File: src/rtl/tgarle_pkg.sv
// ----------------------------------------------------------------------------
// tgarle_pkg
// Shared types, register indexes and format codes for the TGA RLE decoder.
// ----------------------------------------------------------------------------
package tgarle_pkg;

    localparam int PAL_DEPTH = 256;
    localparam int PAL_AW    = $clog2(PAL_DEPTH);
    localparam int MAX_RUN   = 128;

    // configuration register indexes
    localparam logic [2:0] REG_PIXEL_FORMAT = 3'd0;
    localparam logic [2:0] REG_PACKED_RUNS  = 3'd1;
    localparam logic [2:0] REG_IMAGE_WIDTH  = 3'd2;
    localparam logic [2:0] REG_IMAGE_HEIGHT = 3'd3;
    localparam logic [2:0] REG_TOP_DOWN     = 3'd4;

    // pixel formats
    localparam logic [1:0] FMT_TC24  = 2'd0;
    localparam logic [1:0] FMT_TC32  = 2'd1;
    localparam logic [1:0] FMT_GREY8 = 2'd2;
    localparam logic [1:0] FMT_PAL8  = 2'd3;

    // input actions
    localparam logic ACT_PIXEL   = 1'b0;
    localparam logic ACT_PALETTE = 1'b1;

    localparam logic [7:0] ALPHA_OPAQUE = 8'hff;
    localparam logic [6:0] HDR_LEN_MASK = 7'h7f;
    localparam int         HDR_RUN_BIT  = 7;

    typedef struct packed {
        logic [1:0]  pixel_format;
        logic        packed_runs;
        logic [15:0] image_width;
        logic [15:0] image_height;
        logic        top_down;
    } cfg_t;

    typedef struct packed {
        logic [31:0] colour;
        logic        use_pal;
        logic        pal_zero;
        logic [7:0]  count;
        logic [15:0] row;
        logic [15:0] column;
        logic        done;
        logic        clipped;
    } beat_t;

    function automatic logic [2:0] bytes_needed(input logic [1:0] fmt);
        logic [2:0] n;
        case (fmt)
            FMT_TC24: n = 3'd3;
            FMT_TC32: n = 3'd4;
            default:  n = 3'd1;
        endcase
        return n;
    endfunction

endpackage

File: src/rtl/tgarle_parser.sv
// ----------------------------------------------------------------------------
// tgarle_parser
// Packet and pixel assembly, row/column tracking and the first result stage.
// ----------------------------------------------------------------------------
module tgarle_parser import tgarle_pkg::*; (
    input  logic       aclk,
    input  logic       aresetn,
    input  cfg_t       cfg,
    input  logic       fire,
    input  logic       s1_take,
    input  logic       action,
    input  logic [7:0] data_byte,
    output logic       s1_valid,
    output beat_t      s1_beat
);

    logic        expect_header_reg, expect_header_next;
    logic        packet_is_run_reg, packet_is_run_next;
    logic [7:0]  packet_left_reg,   packet_left_next;
    logic [1:0]  byte_of_pixel_reg, byte_of_pixel_next;
    logic [23:0] pixel_bytes_reg,   pixel_bytes_next;
    logic [15:0] column_reg,        column_next;
    logic [15:0] row_reg,           row_next;
    logic        finished_reg,      finished_next;
    logic        s1_valid_reg,      s1_valid_next;
    beat_t       s1_beat_reg,       s1_beat_next;

    logic        data_fire;
    logic        hdr_byte;
    logic [2:0]  bop_inc;
    logic        partial;
    logic [23:0] shifted;
    logic [23:0] merged;
    logic [31:0] colour;
    logic [7:0]  count;
    logic [7:0]  left_dec;
    logic        in_row;
    logic [15:0] avail;
    logic [7:0]  rep;
    logic        clipped;
    logic [16:0] col_sum;
    logic        row_end;
    logic [15:0] row_inc;
    logic        done;
    logic [15:0] mrow;

    assign data_fire = fire && (action == ACT_PIXEL) && !finished_reg;
    assign hdr_byte  = cfg.packed_runs && expect_header_reg;
    assign bop_inc   = {1'b0, byte_of_pixel_reg} + 3'd1;
    assign partial   = bop_inc < bytes_needed(cfg.pixel_format);

    always_comb begin
        case (byte_of_pixel_reg)
            2'd0:    shifted = {16'd0, data_byte};
            2'd1:    shifted = {8'd0, data_byte, 8'd0};
            2'd2:    shifted = {data_byte, 16'd0};
            default: shifted = 24'd0;
        endcase
    end
    assign merged = pixel_bytes_reg | shifted;

    always_comb begin
        case (cfg.pixel_format)
            FMT_TC24:  colour = {ALPHA_OPAQUE, merged};
            FMT_TC32:  colour = {data_byte, merged};
            FMT_GREY8: colour = {ALPHA_OPAQUE, data_byte, data_byte, data_byte};
            default:   colour = 32'd0;
        endcase
    end

    assign left_dec = (packet_left_reg != 8'd0) ? packet_left_reg - 8'd1 : 8'd0;
    always_comb begin
        count = 8'd1;
        if (cfg.packed_runs && packet_is_run_reg && packet_left_reg != 8'd0) begin
            count = packet_left_reg;
        end
    end

    // clip the run at the row end
    assign in_row = column_reg < cfg.image_width;
    assign avail  = cfg.image_width - column_reg;
    always_comb begin
        if (!in_row) begin
            rep     = 8'd1;
            clipped = 1'b1;
        end else if ({8'd0, count} > avail) begin
            rep     = avail[7:0];
            clipped = 1'b1;
        end else begin
            rep     = count;
            clipped = 1'b0;
        end
    end

    assign mrow    = cfg.top_down ? row_reg : cfg.image_height - 16'd1 - row_reg;
    assign col_sum = {1'b0, column_reg} + {9'd0, rep};
    assign row_end = col_sum >= {1'b0, cfg.image_width};
    assign row_inc = row_reg + 16'd1;
    assign done    = row_end && ((row_inc >= cfg.image_height) || (row_inc == 16'd0));

    always_comb begin
        expect_header_next = expect_header_reg;
        packet_is_run_next = packet_is_run_reg;
        packet_left_next   = packet_left_reg;
        byte_of_pixel_next = byte_of_pixel_reg;
        pixel_bytes_next   = pixel_bytes_reg;
        column_next        = column_reg;
        row_next           = row_reg;
        finished_next      = finished_reg;
        s1_valid_next      = s1_take ? 1'b0 : s1_valid_reg;
        s1_beat_next       = s1_beat_reg;

        if (data_fire) begin
            if (hdr_byte) begin
                packet_is_run_next = data_byte[HDR_RUN_BIT];
                packet_left_next   = {1'b0, data_byte[6:0] & HDR_LEN_MASK} + 8'd1;
                expect_header_next = 1'b0;
                byte_of_pixel_next = 2'd0;
                pixel_bytes_next   = 24'd0;
            end else if (partial) begin
                pixel_bytes_next   = merged;
                byte_of_pixel_next = byte_of_pixel_reg + 2'd1;
            end else begin
                byte_of_pixel_next = 2'd0;
                pixel_bytes_next   = 24'd0;
                if (cfg.packed_runs) begin
                    if (packet_is_run_reg) begin
                        packet_left_next   = 8'd0;
                        expect_header_next = 1'b1;
                    end else begin
                        packet_left_next = left_dec;
                        if (left_dec == 8'd0) begin
                            expect_header_next = 1'b1;
                        end
                    end
                end
                column_next   = row_end ? 16'd0 : col_sum[15:0];
                row_next      = row_end ? row_inc : row_reg;
                finished_next = done;

                s1_valid_next         = 1'b1;
                s1_beat_next.colour   = colour;
                s1_beat_next.use_pal  = (cfg.pixel_format == FMT_PAL8);
                s1_beat_next.pal_zero = {1'b0, data_byte} >= 9'(PAL_DEPTH);
                s1_beat_next.count    = rep;
                s1_beat_next.row      = mrow;
                s1_beat_next.column   = column_reg;
                s1_beat_next.done     = done;
                s1_beat_next.clipped  = clipped;
            end
        end
    end

    always_ff @(posedge aclk) begin
        if (!aresetn) begin
            expect_header_reg <= 1'b1;
            packet_is_run_reg <= 1'b0;
            packet_left_reg   <= 8'd0;
            byte_of_pixel_reg <= 2'd0;
            pixel_bytes_reg   <= 24'd0;
            column_reg        <= 16'd0;
            row_reg           <= 16'd0;
            finished_reg      <= 1'b0;
            s1_valid_reg      <= 1'b0;
        end else begin
            expect_header_reg <= expect_header_next;
            packet_is_run_reg <= packet_is_run_next;
            packet_left_reg   <= packet_left_next;
            byte_of_pixel_reg <= byte_of_pixel_next;
            pixel_bytes_reg   <= pixel_bytes_next;
            column_reg        <= column_next;
            row_reg           <= row_next;
            finished_reg      <= finished_next;
            s1_valid_reg      <= s1_valid_next;
        end
    end

    always_ff @(posedge aclk) begin
        s1_beat_reg <= s1_beat_next;
    end

    assign s1_valid = s1_valid_reg;
    assign s1_beat  = s1_beat_reg;

endmodule

File: config.mk
export PLATFORM = sky130hd
export DESIGN_NAME = tgarle_parser
export DESIGN_NICKNAME = d
export VERILOG_FILES = /design/src/rtl/tgarle_pkg.sv /design/src/rtl/tgarle_parser.sv
export SDC_FILE = /design/constraint.sdc
export NUM_CORES = 1
export LEC_CHECK = 0
export BUFFER_PORTS_ARGS = -buffer_cell sky130_fd_sc_hd__buf_2
export CAP_MARGIN = 20
export CORE_ASPECT_RATIO = 0.6
export CORE_MARGIN = 4
export CORE_UTILIZATION = 50
export CTS_CLUSTER_SIZE = 8
export DETAILED_ROUTE_END_ITERATION = 10
export GPL_TIMING_DRIVEN = 0
export PLACE_DENSITY_LB_ADDON = 0.12
export SKIP_CTS_REPAIR_TIMING = 1
export SYNTH_ARGS = -nofsm -noshare
export SYNTH_HDL_FRONTEND = slang
export SYNTH_SLANG_ARGS = --single-unit
File: constraint.sdc
create_clock -name aclk -period 7.53 [get_ports aclk]
set_clock_uncertainty 0.1 [all_clocks]
set_input_delay 1.1295 -clock aclk [delete_from_list [all_inputs] [get_ports aclk]]
set_output_delay 1.1295 -clock aclk [all_outputs]
set_load 0.05 [all_outputs]
Word level (Yosys, flattened, before mapping)
Cells that the tools add are included.
{ "totals": {"reg_bits": 145, "input_bits": 49} }
{ "op_classes": {"add_sub_neg": 9, "n_lt_le_gt_ge": 5, "n_eq_ne": 6, "n_mux": 27, "bitwise_logic": 4, "n_reduce_logical": 20} }
{ "op_table": {"columns": ["cell", "count"], "rows": [
  ["one-hot mux 32 bit (3 select lines)", 1],
  ["one-hot mux 24 bit (3 select lines)", 1],
  ["two-way mux 8 bit", 8],
  ["two-way mux 24 bit", 2],
  ["two-way mux 16 bit", 2],
  ["subtractor 16 bit", 2],
  ["OR 24 bit", 1],
  ["adder 16 x 8 -> 17 bit", 1],
  [">= comparator 17 x 16 -> 1 bit", 1],
  ["adder 16 x 1 -> 16 bit, second input constant", 1],
  [">= comparator 16 bit", 1],
  ["greater-than comparator 8 x 16 -> 1 bit", 1],
  ["zero test 16 bit", 1],
  ["less-than comparator 16 bit", 1],
  ["subtractor 16 x 1 -> 16 bit, second input constant", 1],
  ["two-way mux 1 bit", 10],
  ["adder 7 x 1 -> 8 bit, second input constant", 1],
  ["zero test 8 bit", 1],
  ["AND reduction 4 bit", 2],
  ["nonzero test 8 bit", 1],
  ["subtractor 8 x 1 -> 8 bit, second input constant", 1],
  ["== test 2 bit, second input constant", 3],
  ["logical AND 1 bit", 6],
  ["one-hot mux 3 bit (2 select lines)", 1],
  ["14 further kinds", 20]
]} }

Depth between registers and ports, before layout
Gate-level depths: netlist of run 1.
{ "logic_depth": {"ltp_word": 9, "mapped_depth": 37} }

Least setup slack after synthesis of run 1
No wires, ideal clock.
{ "synth_path": {"path_type": "input port to flip-flop", "startpoint": "in cfg[17] (netlist bit)", "endpoint": "reg column_reg[2]", "setup_time_ps": 76, "arrival_time_ps": 7941, "required_ps": 7354, "path_slack_ps": -587, "cell_stages": 34, "path_buffers": 2, "path_cell_list": "inv_1 > ha_1 > inv_1 > fa_1 > a21o_1 > a221oi_1 > xor2_1 > ha_1 > nand4_1 > o22ai_1 > a211oi_1 > o221ai_1 > a2111oi_2 > and4_1 > nand4_1 > a21o_1 > ha_1 > fa_1 > a21o_1 > a21oi_1 > o21bai_1 > a2111oi_1 > nor3_1 > nand2_1 > xnor2_1 > ha_1 > a2111o_1 > a211oi_1 > o21ai_1 > a22oi_2 > buf_2 > buf_2 > nand3_1 > a21oi_1"} }
{ "synth_via": {"elab_chain_len": 7} }
{ "synth_rtl": {"columns": ["item", "line", "rtl"], "rows": [
  ["start, declared", "tgarle_parser.sv:8", "input cfg_t cfg,"],
  ["subtractor 16 bit", "tgarle_parser.sv:81", "assign avail = cfg.image_width - column_reg;"],
  ["greater-than comparator 8 x 16 -> 1 bit", "tgarle_parser.sv:86", "end else if ({8'd0, count} > avail) begin"],
  ["two-way mux 8 bit", "tgarle_parser.sv:86", null],
  ["two-way mux 8 bit (*)", "tgarle_parser.sv:83", "if (!in_row) begin"],
  ["named net rep[0]", "tgarle_parser.sv:39", "logic [7:0] rep;"],
  ["adder 16 x 8 -> 17 bit (*)", "tgarle_parser.sv:96", "assign col_sum = {1'b0, column_reg} + {9'd0, rep};"],
  [">= comparator 17 x 16 -> 1 bit", "tgarle_parser.sv:97", "assign row_end = col_sum >= {1'b0, cfg.image_width};"],
  ["two-way mux 16 bit (*)", "tgarle_parser.sv:137", "column_next = row_end ? 16'd0 : col_sum[15:0];"],
  ["end signal, assigned", "tgarle_parser.sv:171", "column_reg <= column_next;"],
  ["end, declared", "tgarle_parser.sv:22", "logic [15:0] column_reg, column_next;"]
]} }
Mark *: on every way through the listed nets, which the timed path passes. The rest lies on a longest branch.
A chain may end at the register's enable or synchronous reset.

Worst setup path after layout of run 1
{ "layout_path": {"startpoint": "in cfg[21] (netlist bit)", "endpoint": "reg s1_beat_reg (netlist bit s1_beat[1]), data pin"} }
{ "layout_via": {"elab_chain_len": 7} }
{ "layout_rtl": {"columns": ["item", "line", "rtl"], "rows": [
  ["subtractor 16 bit", "tgarle_parser.sv:81", null],
  ["greater-than comparator 8 x 16 -> 1 bit", "tgarle_parser.sv:86", null],
  ["two-way mux 8 bit", "tgarle_parser.sv:86", null],
  ["two-way mux 8 bit (*)", "tgarle_parser.sv:83", null],
  ["named net rep[0]", "tgarle_parser.sv:39", null],
  ["adder 16 x 8 -> 17 bit (*)", "tgarle_parser.sv:96", null],
  [">= comparator 17 x 16 -> 1 bit (*)", "tgarle_parser.sv:97", null],
  ["logical AND 1 bit (*)", "tgarle_parser.sv:99", "assign done = row_end && ((row_inc >= cfg.image_height) || (row_inc == 16'd0));"],
  ["named net done", "tgarle_parser.sv:44", "logic done;"],
  ["end signal, assigned", "tgarle_parser.sv:179", "s1_beat_reg <= s1_beat_next;"],
  ["end, declared", "tgarle_parser.sv:26", "beat_t s1_beat_reg, s1_beat_next;"]
]} }
Marked as above.

==> run summary, run 1 <==
worst skew pair latency = 0.44 ns
met2 wire length = 11060 µm
routed vias = 8984
WL met3 = 2502 µm
CP max stage delay = 0.48 ns
DRC = 0
Syn Nets = 1253
worst setup slack after layout = -0.4868 ns
first-pass GRT wire length = 41920 µm
Final GP Congestion = 0.9011
Min-Delay Startpoint = s1_valid
num rows = 39
grt ovf = 0
hold crit path type = reg -> reg
Max-Cap Viols = 0
flops & latches, synth = 145
leak pwr = 4.768 nW
ys flop type = edfxtp_1
Tcrit/Tclk final = 106.5%
measured slew at the worst slew-check pin = 0.9463 ns
Detail Route Antenna Nets = 0
Netlist cell types = 74
largest net degree at the start of global routing = 53
Reg clk slew, reported paths = 0.06 ns
H-tree depth = 4
IO Count = 126
buffers added on ports = 119
Antenna diodes = 0
slowest CP cell = a2111o_1
crit end category = flop
PwrDens = 175.3 nW/µm²
Largest register FFs = 75
gr usage total = 24.32%
Final Max Slew Viols = 0
fmax = 124.7 MHz
Required @ worst endpoint = 7.58 ns
Max-slew headroom = 36.33%
Final Hold Vio Count = 0
final instance area = 11770 µm²
layout cells sized above 1 = 19.21%
violated checks = negative setup slack
Pre-antenna DRT Iters = 5
Syn Area/Cell = 8.680 µm²
WP data arrival = 8.06 ns
Synth top area share = 23.33%
outcome = finished, violations left
Highest Signal Layer = met5
Final min period = 8.017 ns
most frequent cells in the layout = buf_2, inv_1, nand2_1, nor2_1, ha_1
DIE HEIGHT = 115.6 µm
Worst setup SP type = primary input
critical path class = in -> reg
Routed wire per std cell = 18.00 µm
crit path from = cfg[21]
non-filler cells, final = 1537
total die area = 21660 µm²
area post-placement = 10690 µm²
commonest non-fill, non-tap cell in the layout = buf_2
clock buffer depth = 2
initial core utilization = 50.85%
final WL = 27670 µm
Post-synth EDFFs = 75
die width = 187.4 µm
yosys warns = 0
final setup fails = 33
Seq/Total Area, Yosys = 37.85%
M1 wire length = 13720 µm
most frequent CP cell = a21o_1
DP Worst Slack = -1.454 ns
antenna violations before repair = 1
dpl cells = 1479
synthesis-to-finish area growth = 21.93%
R2R Path Start = column_reg[1]
core box area = 18980 µm²
NumNets Final = 1419
RSZ-0062 raised after global routing = true
clk sinks = 145
Cells after Synth = 1112
DR iter-0 viols = 856
Async SR Flop Fraction = 0%
total CTS buffers = 17
CTS Root Cell = clkbuf_16
Vias/cell = 5.845
Area contributors post-synth = edfxtp_1, dfxtp_1, ha_1, inv_1, o21ai_0
synthesized cell area = 9652 µm²
HPWL after DPL = 19960 µm
cell taking the most area after synthesis = edfxtp_1
CP Max Fanout = 10
VDD IR max = 0.1579 mV
number of global-route vias before repair = 7823
CTS tree = done
critical path: cells and delay by family:
kind,cells,cell delay [ns]
buf+inv,3,0.50
compound gates,17,3.79
xor+xnor,2,0.35
fa+ha+maj,5,1.33
simple gates,7,0.96
final cells by class:
| class | count | area (µm²) |
|---|---|---|
| multi-input cells | 798 | 5648 |
| flip-flops and latches | 145 | 3654 |
| fillers | 1616 | 7213 |
| plain buffers | 58 | 272.8 |
| inverters | 111 | 429.2 |
| clock buffers | 20 | 479.2 |
| clock inverters | 12 | 108.9 |
| well taps | 246 | 307.8 |
| repair buffers | 147 | 869.6 |
cells by family (layout without fill, tap and decap cells):
group	after synthesis	in the layout	share of synthesized area, %
compound gates	295	295	19.63
xor+xnor	55	55	4.991
fa+ha+maj	92	92	12.16
buf+inv	169	348	6.728
flops	145	145	37.85
mux	6	6	0.6482
other cells	1	1	0.03885
simple gates	349	349	17.95
power by group:
group | total (mW) | switching [mW] | internal, mW
sequential | 0.863 | 0.0122 | 0.851
clock | 0.845 | 0.372 | 0.473
combinational | 0.355 | 0.233 | 0.122
path summary, 6_finish.rpt:
path	cells after the start	to	slack (ns)
setup / recovery	34	s1_beat[1]	-0.49
hold / removal	2	s1_valid	0.39
setup reg to reg	34	s1_beat[1]	-0.24
hold reg to reg	2	s1_valid	0.39
cells in the mapped netlist (15+ instances only):
cell type and n:
ha_1 89, or4_1 17, nor2_1 86, nor3_1 22
inv_1 107, a21o_1 17, nand2b_1 15, nand3_1 34
xnor2_1 37, nand4_1 16, dfxtp_1 70, nand2_1 93
clkbuf_1 48, xor2_1 18, a22oi_1 32, a21oi_1 67
o21ai_0 78, o31ai_1 21, and2_1 15, edfxtp_1 75
per-layer routing:
| layer | track usage, % | up-vias |
|---|---|---|
| li1 | - | 4324 |
| met1 | 37.90 | 4190 |
| met2 | 33.48 | 434 |
| met3 | 5.930 | 34 |
| met4 | 6.056 | 2 |
| met5 | 0 | - |
stage by stage:
stage	hold WS, ns	TNS, ns	total power, mW	utilization (%)
4_1_cts	0.3801	-33.30	2.045	59.40
5_1_grt	0.4012	-21.70	2.144	62.00
6_report	0.3850	-14.42	2.063	62.00
3_5_place_dp	0.3620	-46.73	1.207	56.30
3_3_place_gp	0.3531	-45.81	1.205	56.11
2_1_floorplan	0.3357	-0.6894	1.114	-
No activity file was read; power rests on OpenSTA's default activity.
==> run 2: changes to the inputs <==
--- a/config.mk
+++ b/config.mk
@@ -14,6 +14,7 @@
 export DETAILED_ROUTE_END_ITERATION = 10
 export GPL_TIMING_DRIVEN = 0
 export PLACE_DENSITY_LB_ADDON = 0.12
+export SETUP_SLACK_MARGIN = 0.5
 export SKIP_CTS_REPAIR_TIMING = 1
 export SYNTH_ARGS = -nofsm -noshare
 export SYNTH_HDL_FRONTEND = slang
==> constraint.sdc (replaced) <==
create_clock -name aclk -period 7.3 [get_ports aclk]
set_clock_uncertainty 0.1 [all_clocks]
set_input_delay 1.095 -clock aclk [delete_from_list [all_inputs] [get_ports aclk]]
set_output_delay 1.095 -clock aclk [all_outputs]
set_load 0.05 [all_outputs]
==> run 2 against run 1 <==
- the flow still finishes with violations (negative setup slack)
- final cell count down 0.20%
- non-clock buffer count down 3
- largest cell class unchanged
- clock-buffer cell count down 1
- die area unchanged
- highest routed layer unchanged
==> run summary, run 2 (synthesis results as in run 1) <==
buffers added on ports = 119 (unchanged)
WP data arrival = 8.26 ns (+0.20 ns)
grt ovf = 0 (unchanged)
hold crit path type = reg -> reg
most frequent cells in the layout = buf_2, inv_1, nand2_1, nor2_1, ha_1
number of global-route vias before repair = 7924 (+1.3%)
die width = 187.4 µm (unchanged)
antenna violations before repair = 1 (unchanged)
synthesis-to-finish area growth = 22.85%
sequential power share = 41.4% (-0.4 points)
first-pass GRT wire length = 42570 µm (+1.6%)
PwrDens = 181.2 nW/µm² (+3.4%)
CTS Root Cell = clkbuf_16
switch share = 30.01% (+0.086 points)
final WL = 27990 µm (+1.2%)
final setup TNS = -21.82 ns (-7.402 ns)
crit path buf inv count = 6 (+3)
Vias/cell = 5.842 (about the same)
final setup fails = 34 (+3.0%)
RR Endpoint = column_reg[2]
gr usage total = 24.34% (+0.024 points)
Final GP Congestion = 0.9151 (+1.6%)
NumNets Final = 1416 (-0.21%)
Largest register FFs = 75 (unchanged)
total die area = 21660 µm² (unchanged)
Final min period = 8.012 ns
Pre-antenna DRT Iters = 5 (unchanged)
Net Sw Power = 644.8 µW (+4.4%)
Final Max Slew Viols = 0 (unchanged)
crit end category = flop
combinational share of power = 16.8% (-0.4 points)
RSZ-0062 raised after global routing = true
Worst Setup EP = column_reg[2]
worst skew pair latency = 0.43 ns (about the same)
Max-slew headroom = 9.071% (-27 points)
VDD IR max = 0.1629 mV (+3.1%)
non-filler cells, final = 1534 (-0.20%)
dpl cells = 1479 (unchanged)
total CTS buffers = 17 (unchanged)
largest net degree at the start of global routing = 45 (-15%)
DIE HEIGHT = 115.6 µm (unchanged)
leak pwr = 4.786 nW (+0.36%)
clk sinks = 145 (unchanged)
clock buffer depth = 2 (unchanged)
HPWL after DPL = 20110 µm (+0.79%)
r2r setup slk = -0.48 ns (-0.24 ns)
R2R Path Start = column_reg[1]
crit path from = cfg[17]
fmax = 124.8 MHz
DP Worst Slack = -1.740 ns (-0.2858 ns)
initial core utilization = 50.85% (unchanged)
Routed wire per std cell = 18.25 µm (+1.4%)
critical path class = in -> reg
WHS = 0.3647 ns (-0.02037 ns)
commonest non-fill, non-tap cell in the layout = buf_2
Antenna diodes = 0 (unchanged)
Max-Cap Viols = 0 (unchanged)
DR iter-0 viols = 955 (+12%)
Hold Path Depth = 2 (unchanged)
DRC = 0 (unchanged)
measured slew at the worst slew-check pin = 1.351 ns (+0.4052 ns)
Final Hold Vio Count = 0 (unchanged)
Worst R2R Path Depth = 36 (+5.9%)
H-tree depth = 4 (unchanged)
outcome = finished, violations left
Crit path depth = 36 (+5.9%)
Worst path top cell family by delay = compound AO/OA/AOI/OAI gates
CP max stage delay = 0.48 ns (about the same)
CTS tree = done
worst setup slack after layout = -0.7115 ns (-0.2248 ns)
layout cells sized above 1 = 19.88% (+0.67 points)
violated checks = negative setup slack
Detail Route Antenna Nets = 0 (unchanged)
clock power share = 41.8% (+0.8 points)
Worst setup SP type = primary input
slowest CP cell = a2111o_1
area post-placement = 10680 µm² (about the same)
final instance area = 11860 µm² (+0.75%)
IO Count = 126 (unchanged)
CP Max Fanout = 7 (-3)
Reg clk slew, reported paths = 0.06 ns (about the same)
core box area = 18980 µm² (unchanged)
number of fill cells in the layout = 1623 (+0.43%)
num rows = 39 (unchanged)
Tcrit/Tclk final = 109.7%
Required @ worst endpoint = 7.55 ns (-0.03 ns)
routed vias = 8962 (-0.24%)
Int Pwr = 1.503 mW (+4.0%)
run 2: cell count changes in the layout (fill, tap and decap cells not counted), sizes merged:
cell,change
bufinv,+1
clkinvlp,-1
clkinv,+1
buf,-4
run 2: worst min-delay path, stage by stage (launching register included):
cell and delay (ns):
dfxtp_1 0.32, nand2_1 0.06, o31ai_2 0.05
run 2: metal layers:
layer | up-vias | part of all wire, % | GRT usage, %
met1 | 4264 | 50 | 38.64
met3 | 35 | 7.5 | 4.636
met4 | 2 | 1.4 | 5.711
met5 | - | 0.046 | 0
li1 | 4329 | - | -
met2 | 332 | 41 | 33.84
run 2: worst min path at each step:
stage                            start           end
after floorplan           finished_reg  finished_reg
after global placement    finished_reg  finished_reg
after detailed placement  finished_reg  finished_reg
after CTS                 finished_reg  finished_reg
after global routing      finished_reg  finished_reg
final                     finished_reg  finished_reg
run 2: area by class of cell:
type / instances / area, µm² / area share [%]
multi-input cells: 798 / 5712 / 48.17
flip-flops and latches: 145 / 3654 / 30.81
repair buffers: 144 / 879.6 / 7.418
clock buffers: 19 / 454.2 / 3.830
inverters: 111 / 429.2 / 3.619
well taps: 246 / 307.8 / 2.596
plain buffers: 58 / 280.3 / 2.364
clock inverters: 13 / 141.4 / 1.192
run 2: per-stage QoR:
step | util [%] | power [mW]
global route | 62.47 | 2.228
detailed placement | 56.26 | 1.245
floorplan | - | 1.149
CTS | 59.40 | 2.135
finish | 62.47 | 2.148
global placement | 56.11 | 1.243
run 2: power groups by stage:
stage,registers (mW),logic (mW),clock network (mW)
3_3_place_gp,0.910,0.333,0
3_5_place_dp,0.907,0.338,0
6_report,0.890,0.361,0.897
4_1_cts,0.889,0.340,0.905
5_1_grt,0.892,0.397,0.939
2_1_floorplan,0.946,0.202,0
==> run 3: changes to the inputs <==
--- a/config.mk
+++ b/config.mk
@@ -5,7 +5,7 @@
 export SDC_FILE = /design/constraint.sdc
 export NUM_CORES = 1
 export LEC_CHECK = 0
-export BUFFER_PORTS_ARGS = -buffer_cell sky130_fd_sc_hd__buf_2
+export BUFFER_PORTS_ARGS = -buffer_cell sky130_fd_sc_hd__buf_4
 export CAP_MARGIN = 20
 export CORE_ASPECT_RATIO = 0.6
 export CORE_MARGIN = 4
==> run 3 against run 2 <==
- the flow still finishes with violations (negative setup slack)
- hold slack got worse by 0.0013 ns
- critical path depth did not move
- sequential share of layout area fell by 0.88 points
- global-route usage rose by 0.63 points
- combinational power rose by 5%
- flip-flop and latch count did not move
- register-to-register slack improved by 0.13 ns
- cell area rose by 2.9%
- non-clock buffer count did not move
- core utilization rose by 1.8 points
- clock power fell by 4.3%
- critical path type unchanged
- largest cell class unchanged
- highest routed layer is now met4
==> run summary, run 3 (synthesis results as in run 1) <==
CP Max Fanout = 6 (-1)
Max-Cap Viols = 0 (unchanged)
Detail Route Antenna Nets = 0 (unchanged)
HPWL after DPL = 20200 µm (+0.44%)
routed vias = 8972 (+0.11%)
initial core utilization = 50.85% (unchanged)
violated checks = negative setup slack
layout cells sized above 1 = 21.27% (+1.4 points)
combinational share of power = 17.8% (+1.0 points)
leak pwr = 4.886 nW (+2.1%)
clk sinks = 145 (unchanged)
Final Max Slew Viols = 0 (unchanged)
Top Usage Layer GRT = met1
WP data arrival = 8.13 ns (-0.13 ns)
fmax = 127.1 MHz (+1.9%)
total die area = 21660 µm² (unchanged)
sequential power share = 41.8% (+0.4 points)
outcome = finished, violations left
most frequent cells in the layout = buf_4, inv_1, nand2_1, nor2_1, ha_1
GR Util met1 = 38.08% (-0.55 points)
Final Hold Vio Count = 0 (unchanged)
area post-placement = 10980 µm² (+2.8%)
switch share = 30.51% (+0.50 points)
Routed wire per std cell = 18.11 µm (-0.76%)
final instance area = 12200 µm² (+2.9%)
r2r setup slk = -0.35 ns (+0.13 ns)
number of fill cells in the layout = 1554 (-4.3%)
number of global-route vias before repair = 7987 (+0.80%)
final WL = 27780 µm (-0.76%)
core box area = 18980 µm² (unchanged)
critical path class = in -> reg
Vias/cell = 5.849 (+0.11%)
clock buffer depth = 2 (unchanged)
VDD IR max = 0.1398 mV (-14%)
CP max stage delay = 0.47 ns (about the same)
PwrDens = 174.5 nW/µm² (-3.7%)
most frequent CP cell = a21o_1
Antenna diodes = 0 (unchanged)
Int Pwr = 1.479 mW (-1.6%)
commonest non-fill, non-tap cell in the layout = buf_4
worst setup slack after layout = -0.5648 ns (+0.1467 ns)
die width = 187.4 µm (unchanged)
synthesis-to-finish area growth = 26.45%
Reg clk slew, reported paths = 0.07 ns (about the same)
grt ovf = 0 (unchanged)
Required @ worst endpoint = 7.56 ns (about the same)
DIE HEIGHT = 115.6 µm (unchanged)
final setup fails = 34 (unchanged)
total CTS buffers = 17 (unchanged)
RSZ-0062 raised after global routing = true
measured slew at the worst slew-check pin = 1.265 ns (-0.08603 ns)
gr usage total = 24.97% (+0.63 points)
DRC = 0 (unchanged)
buffers added on ports = 119 (unchanged)
final setup TNS = -17.19 ns (+4.631 ns)
Max-slew headroom = 14.86% (+5.8 points)
Largest register FFs = 75 (unchanged)
DP Worst Slack = -1.645 ns (+0.09489 ns)
met2 usage = 34.78% (+0.94 points)
Net Sw Power = 649.6 µW (+0.75%)
GR Util met3 = 6.382% (+1.7 points)
Final Util = 64.29% (+1.8 points)
non-filler cells, final = 1534 (unchanged)
NumNets Final = 1416 (unchanged)
Worst setup SP type = primary input
Final min period = 7.865 ns (-0.1467 ns)
H-tree depth = 4 (unchanged)
Pre-antenna DRT Iters = 5 (unchanged)
IO Count = 126 (unchanged)
DR iter-0 viols = 938 (-1.8%)
dpl cells = 1479 (unchanged)
num rows = 39 (unchanged)
largest net degree at the start of global routing = 48 (+6.7%)
Final GP Congestion = 0.8963 (-2.1%)
first-pass GRT wire length = 43170 µm (+1.4%)
slowest CP cell = a2111o_1
crit end category = flop
antenna violations before repair = 0 (-1)
worst skew pair latency = 0.45 ns (+0.02 ns)
hold crit path type = reg -> reg
Tcrit/Tclk final = 107.7% (-2.0 points)
CTS Root Cell = clkbuf_16
CTS tree = done
clock power share = 40.3% (-1.5 points)
==> run 3: cell types whose count changed in the layout (fill, tap and decap cells not counted), moves of 3 or more <==
cell	before	now
nand3_1	31	28
buf_4	18	134
nand3_2	3	6
buf_2	124	5
==> run 3: stage by stage <==
| stage | hold slack [ns] | power [mW] |
|---|---|---|
| 3_3_place_gp | 0.3434 | 1.256 |
| 2_1_floorplan | 0.3357 | 1.149 |
| 4_1_cts | 0.3642 | 2.109 |
| 3_5_place_dp | 0.3475 | 1.259 |
| 6_report | 0.3634 | 2.129 |
| 5_1_grt | 0.3856 | 2.207 |
==> run 3: power by group through the flow <==
stage | clock network, mW | logic (mW) | registers, mW
finish | 0.858 | 0.380 | 0.891
global route | 0.899 | 0.415 | 0.893
CTS | 0.866 | 0.353 | 0.890
detailed placement | 0 | 0.351 | 0.908
global placement | 0 | 0.346 | 0.910
floorplan | 0 | 0.202 | 0.946
==> run 3: layout make-up <==
cell class                      count  area [µm²]  area share, %
Multi-Input combinational cell    798        5791          47.45
Sequential cell                   145        3654          29.94
Timing Repair Buffer              144        1177          9.647
Clock buffer                       18       450.4          3.691
Inverter                          111       429.2          3.517
Tap cell                          246       307.8          2.522
Buffer                             58       280.3          2.296
Clock inverter                     14       115.1         0.9432
==> run 3: final timing paths <==
| kind | to | from | cells after the start |
|---|---|---|---|
| max | row_reg[6] | cfg[21] | 36 |
| min | finished_reg | finished_reg | 2 |
| min reg2reg | finished_reg | finished_reg | 2 |
| max reg2reg | row_reg[6] | column_reg[4] | 36 |
==> run 3: worst max-delay path, delay by kind of cell <==
family	cells	cell delay, ns
AO/OA/AOI/OAI	19	3.88
adder cells (fa/ha/maj)	5	1.39
AND/OR/NAND/NOR	6	0.81
buffers and inverters	4	0.57
XOR/XNOR	2	0.36
==> run 3: per-layer routing <==
metal,vias to the layer above,share of wire (%)
met5,-,0
met4,0,1.5
met3,33,7.9
met2,352,41
met1,4268,50
li1,4319,-
